--- src/hw/rtl/nearest_calibration_z_search_assert.svh ---
// Assertion macros shared by the nearest calibration z search RTL.
`ifndef NEAREST_CALIBRATION_Z_SEARCH_ASSERT_SVH
`define NEAREST_CALIBRATION_Z_SEARCH_ASSERT_SVH

// Same-cycle implication, sampled on the rising edge of clk_i outside reset.
`define NCZ_ASSERT_IMP(label, ante, cons) \
  label: assert property (@(posedge clk_i) disable iff (!rst_ni) (ante) |-> (cons)) \
    else $error("nearest_calibration_z_search: assertion failed");

// Next-cycle implication, sampled on the rising edge of clk_i outside reset.
`define NCZ_ASSERT_NXT(label, ante, cons) \
  label: assert property (@(posedge clk_i) disable iff (!rst_ni) (ante) |=> (cons)) \
    else $error("nearest_calibration_z_search: assertion failed");

`endif

--- src/hw/rtl/ncz_pkg.sv ---
// Package with the types, constants and codes of the nearest calibration z search.
`timescale 1ns / 1ps
package ncz_pkg;

  localparam int TableDepth = 1024;
  localparam int IdxW       = $clog2(TableDepth);
  localparam int CntW       = $clog2(TableDepth + 1);

  localparam int WidthW  = 16;
  localparam int CutoffW = 33;
  localparam int ZBaseW  = 15;
  localparam int UsedW   = 11;
  localparam int ZValW   = 16;
  localparam int DistW   = 33;
  localparam int SqW     = 2 * WidthW;

  // Request codes.
  localparam logic OpLoad  = 1'b0;
  localparam logic OpQuery = 1'b1;

  // Register slots on the configuration port (8-byte spacing).
  localparam int          PaddrW    = 5;
  localparam int          PdataW    = 64;
  localparam logic [1:0]  RegCutoff = 2'd0;
  localparam logic [1:0]  RegZBase  = 2'd1;
  localparam logic [1:0]  RegUsed   = 2'd2;

  localparam logic [CutoffW-1:0] CutoffReset = '0;
  localparam logic [ZBaseW-1:0]  ZBaseReset  = -15'sd500;
  localparam logic [UsedW-1:0]   UsedReset   = 11'd1000;

  typedef enum logic [1:0] {
    StIdle,
    StScan,
    StDrain,
    StResult
  } ncz_state_e;

  typedef struct packed {
    logic load;
    logic init;
    logic issue;
    logic emit;
  } ncz_cmd_t;

  typedef struct packed {
    logic last_addr;
    logic pipe_busy;
  } ncz_status_t;

endpackage

--- src/hw/rtl/ncz_ctrl.sv ---
// Controller state machine sequencing loads and table scans.
`timescale 1ns / 1ps
module ncz_ctrl (
  input  logic                clk_i,
  input  logic                rst_ni,
  input  logic                start_i,
  input  logic                opcode_i,
  input  ncz_pkg::ncz_status_t status_i,
  output ncz_pkg::ncz_cmd_t    cmd_o,
  output logic                busy_o
);
  import ncz_pkg::*;

  ncz_state_e state_q, state_d;

  always_ff @(posedge clk_i or negedge rst_ni) begin
    if (!rst_ni) begin
      state_q <= StIdle;
    end else begin
      state_q <= state_d;
    end
  end

  always_comb begin
    state_d = state_q;
    unique case (state_q)
      StIdle: begin
        if (start_i && (opcode_i == OpQuery)) begin
          state_d = StScan;
        end
      end
      StScan: begin
        if (status_i.last_addr) begin
          state_d = StDrain;
        end
      end
      StDrain: begin
        if (!status_i.pipe_busy) begin
          state_d = StResult;
        end
      end
      StResult: state_d = StIdle;
      default:  state_d = StIdle;
    endcase
  end

  always_comb begin
    cmd_o  = '0;
    busy_o = 1'b1;
    unique case (state_q)
      StIdle: begin
        busy_o     = 1'b0;
        cmd_o.load = start_i && (opcode_i == OpLoad);
        cmd_o.init = start_i && (opcode_i == OpQuery);
      end
      StScan:   cmd_o.issue = 1'b1;
      StDrain:  cmd_o = '0;
      StResult: cmd_o.emit = 1'b1;
      default:  cmd_o = '0;
    endcase
  end

endmodule

--- config.mk ---
export PLATFORM = sky130hd
export DESIGN_NAME = ncz_ctrl
export DESIGN_NICKNAME = d
export VERILOG_FILES = /design/src/hw/rtl/nearest_calibration_z_search_assert.svh /design/src/hw/rtl/ncz_pkg.sv /design/src/hw/rtl/ncz_ctrl.sv
export SDC_FILE = /design/constraint.sdc
export NUM_CORES = 1
export LEC_CHECK = 0
export BUFFER_PORTS_ARGS = -buffer_cell sky130_fd_sc_hd__buf_2
export CAP_MARGIN = 20
export CELL_PAD_IN_SITES_DETAIL_PLACEMENT = 1
export CELL_PAD_IN_SITES_GLOBAL_PLACEMENT = 2
export CORE_AREA = 2 2 39 41
export CTS_CLUSTER_DIAMETER = 30
export CTS_CLUSTER_SIZE = 25
export DETAILED_ROUTE_END_ITERATION = 16
export DIE_AREA = 0 0 41 43
export PLACE_DENSITY = 0.48
export SLEW_MARGIN = 30
export SYNTH_ARGS = -nofsm -noshare
export SYNTH_HDL_FRONTEND = slang
export SYNTH_SLANG_ARGS = --single-unit
--- constraint.sdc ---
create_clock -name clk_i -period 1.5 [get_ports clk_i]
set_input_delay 0.075 -clock clk_i [delete_from_list [all_inputs] [get_ports clk_i]]
set_output_delay 0.075 -clock clk_i [all_outputs]
set_load 0.01 [all_outputs]
==> metrics.csv, run 1 <==
stage,metric,value,unit
setup_path,regToRegSetupSlack,0.03,ns
setup_path,end_kind,register,
run,cap_violations,0,
clocking,clock_latency,0.22,ns
sta,fin_skew,0.000609,ns
die,die_h,43,um
routing,drc,0,
routing,finalWirelength,472,um
sta,hold_violations,0,
finish,drive_gt1_share,65.7,%
sta,max_freq,680,MHz
clocking,ctsLongestPathBuffers,2,
die,dieArea,1760,um^2
place,dpl_cell_area,251,um^2
logic_synthesis,yosys_warnings,0,
setup_path,path_class,reg -> reg,
routing,ant_nets,0,
outcome,status,"finished, final reports clean",
die,start_util,12.6,%
grt,grt_use_total,6.72,%
grt,grt_max_degree,5,
setup_path,slowest_delay,0.39,ns
clocking,clockRootBuffer,clkbuf_4,
setup_path,crit_slowest_cell,dfrtp_1,
finish,largest_reg_flops,2,
setup_path,crit_family,flip-flops,
clocking,clkTransAtPathRegs,0.03,ns
sta,period_needed,1.47,ns
sta,post-route-period-util,98.1,%
clocking,htreeDepth,1,
die,num_rows,14,
finish,top_regs,state_q (2),
grt,grt_overflow_total,0,
setup_path,startpoint_type,register,
sta,tightest_slew,0.283,ns
clocking,tritoncts,done,
sta,fin_ws,0.0287,ns
setup_path,arrival,1.58,ns
logic_synthesis,syn_avg_cell_area,10.2,um^2
finish,fin_nets,47,
die,num_io_pins,11,
place,place_congestion,0.614,
finish,final_cell_mix,"10 x buf_2, 4 x buf_4, 3 x ha_1, 3 x clkbuf_4",
routing,viasPerCell,3.61,
routing,drtPass1Iterations,1,
logic_synthesis,ys_seq_area_share,28.8,%
sta,slew-limit-headroom,81.1,%
setup_path,path_buf_inv,1,
routing,routedWlPerCell,9.25,um
finish,stdcell_area,313,um^2
min_path,hold_path.class,in -> async,
finish,final_cells,51,
finish,final_common_cell,buf_2,
finish,n_antenna_cell,0,
clocking,cts_inserted_buffers,3,
place,portBuffers,10,
finish,regMostFlops,state_q,
power_and_ir_drop,ir_drop,809,uV
sta,maxSlewViolCount,0,
logic_synthesis,ys_types,10,
clocking,clkSinkCount,2,
sta,finalSetupViolCount,0,
logic_synthesis,synthCells,17,
power_and_ir_drop,power.density,2100,nW/um^2
power_and_ir_drop,power_leakage,0.000174,uW
grt,grt_pass1_wl,662,um
die,die_w,41,um
setup_path,path_cells,"inv_1, ha_1, a221oi_2, mux2_4",
setup_path,crit_fanout,4,
routing,drt_iter0_markers,0,
logic_synthesis,syn-cell-area,174,um^2
logic_synthesis,synth_seq_cells,2,
place,dp_hpwl,351,um
finish,syn_to_final_growth,79.9,%
logic_synthesis,syn_nets,27,
place,preCtsSetupSlack,-0.00123,ns
die,core_area,1380,um^2
grt,antenna_found_initial,0,
grt,grt_pass1_vias,184,
finish,finalCoreUtilization,22.6,%
sta,hold_slack,0.165,ns
setup_path,required,1.60,ns
sta,rsz0062_at_grt,yes,
routing,vias,184,
place,dp.cells,44,
[cell type report]
type	count	area, um^2
fill	173	1070
multi-input combinational	12	119
timing repair buffer	15	90.1
sequential	2	50.0
clock buffer	3	22.5
tap	16	20.0
inverter	3	11.3
[path summary, 6_finish.rpt]
kind / from / depth (start not counted) / endpoint
max: state_q[0]$_DFFE_PN0P_ / 4 / state_q[1]$_DFFE_PN0P_
min: rst_ni / 2 / state_q[1]$_DFFE_PN0P_
max reg2reg: state_q[0]$_DFFE_PN0P_ / 4 / state_q[1]$_DFFE_PN0P_
min reg2reg: state_q[0]$_DFFE_PN0P_ / 1 / state_q[0]$_DFFE_PN0P_
max in group asynchronous: rst_ni / 2 / state_q[0]$_DFFE_PN0P_
min in group clk_i: status_i[0] / 3 / state_q[1]$_DFFE_PN0P_
[cells in the mapped netlist, drive strengths merged]
cell type  instances  area share (%)
o32a               1             6.5
a221oi             1             8.6
nand2              2             4.3
mux2               1             6.5
nor2               1             2.2
ha                 4              29
and3               1             4.3
inv                3             6.5
nor2b              1             3.6
dfrtp              2              29
[kinds of logic after synthesis]
logic type | Yosys count | share of synthesized area [%]
adder cells (fa/ha/maj) | 4 | 28.8
flip-flops | 2 | 28.8
AO/OA/AOI/OAI | 2 | 15.1
AND/OR/NAND/NOR | 5 | 14.4
multiplexers | 1 | 6.47
buffers and inverters | 3 | 6.47
[worst reg2reg max path: stages, from the launching register on]
cell and delay, ns:
dfrtp_1 0.39, inv_1 0.08, ha_1 0.23, a221oi_2 0.33, mux2_4 0.33
[per-stage QoR]
stage               TNS (ns)  total power, uW
floorplan                  0              332
global placement           0              435
detailed placement  -0.00123              442
CTS                        0              597
global route         -0.0416              727
finish                     0              656
[layer usage]
layer	vias to the layer above	GRT usage, %	part of all wire, %	wire (um)
li1	94	-	-	-
met1	81	5.45	41	195
met2	9	8.13	50	237
met3	0	4.71	8.3	39
met4	0	10.0	0	0
met5	-	0	0	0
[power by group]
group | switching [uW] | internal [uW] | total, uW
combinational | 169 | 250 | 419
clock | 31.4 | 88.3 | 120
sequential | 32.3 | 85.4 | 118
total | 233 | 423 | 656
[what timing repair did]
item,CTS,global route
gates resized for setup,0,3
setup buffers,1,2
endpoints found under the setup margin,1,2
endpoints found under the hold margin,2,0
hold buffers,1,0
(Power assumes the default switching activity.)
==> inputs of run 2 (changes only) <==
--- a/config.mk
+++ b/config.mk
@@ -5,6 +5,7 @@
 export SDC_FILE = /design/constraint.sdc
 export NUM_CORES = 1
 export LEC_CHECK = 0
+export ABC_AREA = 1
 export BUFFER_PORTS_ARGS = -buffer_cell sky130_fd_sc_hd__buf_2
 export CAP_MARGIN = 20
 export CELL_PAD_IN_SITES_DETAIL_PLACEMENT = 1
@@ -14,7 +15,7 @@
 export CTS_CLUSTER_SIZE = 25
 export DETAILED_ROUTE_END_ITERATION = 16
 export DIE_AREA = 0 0 41 43
-export PLACE_DENSITY = 0.48
+export PLACE_DENSITY = 0.55
 export SLEW_MARGIN = 30
 export SYNTH_ARGS = -nofsm -noshare
 export SYNTH_HDL_FRONTEND = slang
==> run 2 against run 1 <==
  * Global-route usage is 0.50 points lower
  * First-iteration DRC count stayed put
  * Sequential power is 4% lower
  * Count of clock-buffer cells in the layout stayed put
  * Non-clock buffer count is 4 lower
  * Critical endpoint is now cmd_o[2]
  * Worst setup slack better by 0.18 ns
  * Die area stayed put
  * Critical path depth is 1 higher
  * Largest cell class unchanged
  * Sequential share of layout area is 0.88 points higher
==> metrics.csv, run 2 <==
stage,metric,value,unit,change
power_and_ir_drop,seqPwrFrac,19.9,%,+2.0 points
grt,grt_max_degree,5,,unchanged
logic_synthesis,ys_types,9,,-1
sta,period_needed,1.29,ns,-0.177 ns
finish,syn_to_final_growth,52.9,%,
setup_path,crit_path_end,cmd_o[2],,
setup_path,startpoint_type,register,,
finish,largest_reg_flops,2,,unchanged
finish,n_antenna_cell,0,,unchanged
sta,rsz0062_at_grt,no,,
sta,post-route-period-util,86.3,%,-12 points
logic_synthesis,synthCells,26,,+9
power_and_ir_drop,power_frac_clock,20.6,%,+2.4 points
logic_synthesis,syn_nets,36,,+33%
setup_path,required,1.42,ns,-0.18 ns
clocking,cts_inserted_buffers,3,,unchanged
finish,final_cell_mix,"10 x buf_2, 7 x nand2_1, 4 x inv_1, 4 x ha_1",,
grt,antenna_found_initial,0,,unchanged
clocking,ctsLongestPathBuffers,2,,unchanged
setup_path,crit_fanout,4,,unchanged
routing,drt_iter0_markers,0,,unchanged
finish,n_fill_cell,188,,+8.7%
logic_synthesis,synthArstFlopShare,100,%,unchanged
setup_path,path_cells,"inv_1, ha_1, inv_2, nor2_1, buf_2",,
finish,finalCoreUtilization,21.4,%,-1.2 points
sta,finalSetupViolCount,0,,unchanged
min_path,hold_path.class,in -> async,,
routing,vias,207,,+13%
die,core_area,1380,um^2,unchanged
clocking,htreeDepth,1,,unchanged
die,dieArea,1760,um^2,unchanged
setup_path,r2r_start,state_q[0]$_DFFE_PN0P_,,
logic_synthesis,synth_top_cell_by_area,dfrtp_1,,
sta,hold_violations,0,,unchanged
setup_path,startpoint,state_q[0]$_DFFE_PN0P_,,
logic_synthesis,synth_most_common_cell,nand2_1,,
grt,grt_overflow_total,0,,unchanged
power_and_ir_drop,power.density,1920,nW/um^2,-8.6%
sta,maxSlewViolCount,0,,unchanged
die,num_rows,14,,unchanged
finish,drive_gt1_share,45.0,%,-21 points
clocking,clockRootBuffer,clkbuf_4,,
logic_synthesis,yosys-top-cells-area,"dfrtp_1 26%, ha_1 26%, nand2_1 14%",,
sta,max_freq,772,MHz,+14%
routing,drtPass1Iterations,1,,unchanged
clocking,postCtsSetupBuffers,0,,-1
run,cap_violations,0,,unchanged
setup_path,reg2reg_to,state_q[0]$_DFFE_PN0P_,,
power_and_ir_drop,ir_drop,547,uV,-32%
sta,setup_tns,0,ns,unchanged
power_and_ir_drop,power_switching,256,uW,+10%
clocking,tritoncts,done,,
routing,routedWlPerCell,8.09,um,-13%
setup_path,path_class,reg -> out,,
power_and_ir_drop,power_leakage,0.000179,uW,+2.9%
die,die_w,41,um,unchanged
die,die_h,43,um,unchanged
grt,grt_use_total,6.22,%,-0.50 points
die,num_io_pins,11,,unchanged
setup_path,arrival,1.22,ns,-0.36 ns
grt,grt_pass1_wl,710,um,+7.3%
clocking,clkSinkCount,2,,unchanged
sta,slew-limit-headroom,90.2,%,+9.0 points
place,place_congestion,0.716,,+17%
grt,grt_pass1_vias,197,,+7.1%
sta,tightest_slew,0.147,ns,-0.136 ns
finish,final_cells,56,,+9.8%
outcome,status,"finished, final reports clean",,
setup_path,crit_slowest_cell,dfrtp_1,,
power_and_ir_drop,switching_share,45.1,%,+9.6 points
logic_synthesis,ys_seq_area_share,25.8,%,-3.0 points
logic_synthesis,synth_top_area_share,25.8,%,-3.0 points
setup_path,end_kind,primary output,,
logic_synthesis,synth_seq_cells,2,,unchanged
logic_synthesis,syn-cell-area,194,um^2,+12%
logic_synthesis,netlist_top_cells_count,"7 x nand2_1, 4 x ha_1, 4 x inv_1",,
power_and_ir_drop,combPwrFrac,59.5,%,-4.3 points
sta,fin_skew,0.000210,ns,-0.000399 ns
die,start_util,14.0,%,+1.4 points
setup_path,reg2regPathDepth,6,,+2
routing,drc,0,,unchanged
logic_synthesis,yosys_warnings,0,,unchanged
finish,top_regs,state_q (2),,
finish,fin_nets,52,,+11%
routing,ant_nets,0,,unchanged
place,dp.cells,52,,+18%
logic_synthesis,synth_flop_cell,dfrtp_1,,
routing,finalWirelength,453,um,-4.0%
finish,regMostFlops,state_q,,
place,dp_hpwl,400,um,+14%
clocking,clkTransAtPathRegs,0.03,ns,about the same
power_and_ir_drop,internal_power,312,uW,-26%
logic_synthesis,synth-edff-count,0,,unchanged
routing,viasPerCell,3.70,,+2.5%
clocking,clock_latency,0.22,ns,about the same
setup_path,slowest_delay,0.40,ns,about the same
logic_synthesis,syn_avg_cell_area,7.46,um^2,-27%
place,portBuffers,10,,unchanged
setup_path,regToRegSetupSlack,0.39,ns,+0.36 ns
finish,final_common_cell,buf_2,,
-- run 2: what timing repair did --
action	4_1_cts	5_1_grt
gates resized for setup	0	0
hold buffers	1	0
endpoints found under the hold margin	2	0
-- run 2: power groups by stage --
stage / registers, uW / clock network (uW) / logic, uW
4_1_cts: 114 / 124 / 349
3_3_place_gp: 112 / 0 / 342
3_5_place_dp: 115 / 0 / 344
6_report: 113 / 117 / 338
5_1_grt: 123 / 129 / 394
2_1_floorplan: 108 / 0 / 248
-- run 2: through the flow --
stage	setup slack (ns)	instance area, um^2	power [uW]	hold slack (ns)
final	0.205	297	569	0.178
after global routing	0.0806	297	646	0.188
after CTS	0.181	297	588	0.159
after detailed placement	0.375	264	459	-0.138
after global placement	0.411	264	454	-0.139
after floorplan	0.469	194	355	-0.221
-- run 2: final cells by class --
type | count | area [um^2] | area share, %
multi-input cells | 19 | 125 | 42.2
repair buffers | 11 | 60.1 | 20.3
flip-flops and latches | 2 | 50.0 | 16.9
clock buffers | 3 | 22.5 | 7.59
well taps | 16 | 20.0 | 6.75
inverters | 5 | 18.8 | 6.33
-- run 2: kinds of logic (layout without fill, tap and decap cells) --
family        after synthesis  in the layout  share of synthesized area, %
simple gates               15             15                          38.7
buf+inv                     5             19                          9.67
fa+ha+maj                   4              4                          25.8
flops                       2              2                          25.8
-- run 2: how the worst min path moves through the flow --
stage	start	end	slack [ns]
final	rst_ni	state_q[1]$_DFFE_PN0P_	0.18
after global placement	rst_ni	state_q[1]$_DFFE_PN0P_	-0.14
after global routing	rst_ni	state_q[0]$_DFFE_PN0P_	0.19
after detailed placement	rst_ni	state_q[1]$_DFFE_PN0P_	-0.14
after floorplan	rst_ni	state_q[0]$_DFFE_PN0P_	-0.22
after CTS	rst_ni	state_q[0]$_DFFE_PN0P_	0.16
-- run 2: metal layers --
layer	global-route usage (%)	share of wire [%]	vias up	wire, um
li1	-	-	107	-
met1	7.40	41	92	187
met2	8.44	49	8	223
met3	1.57	9.5	0	43
met4	6.00	0	0	0
met5	0	0	-	0
-- run 2: critical path: cells and delay by family (launching register included) --
| family | cells | cell delay (ns) |
|---|---|---|
| adders and majority gates | 1 | 0.22 |
| and+or+nand+nor | 1 | 0.09 |
| DFF | 1 | 0.40 |
| buffers and inverters | 3 | 0.28 |
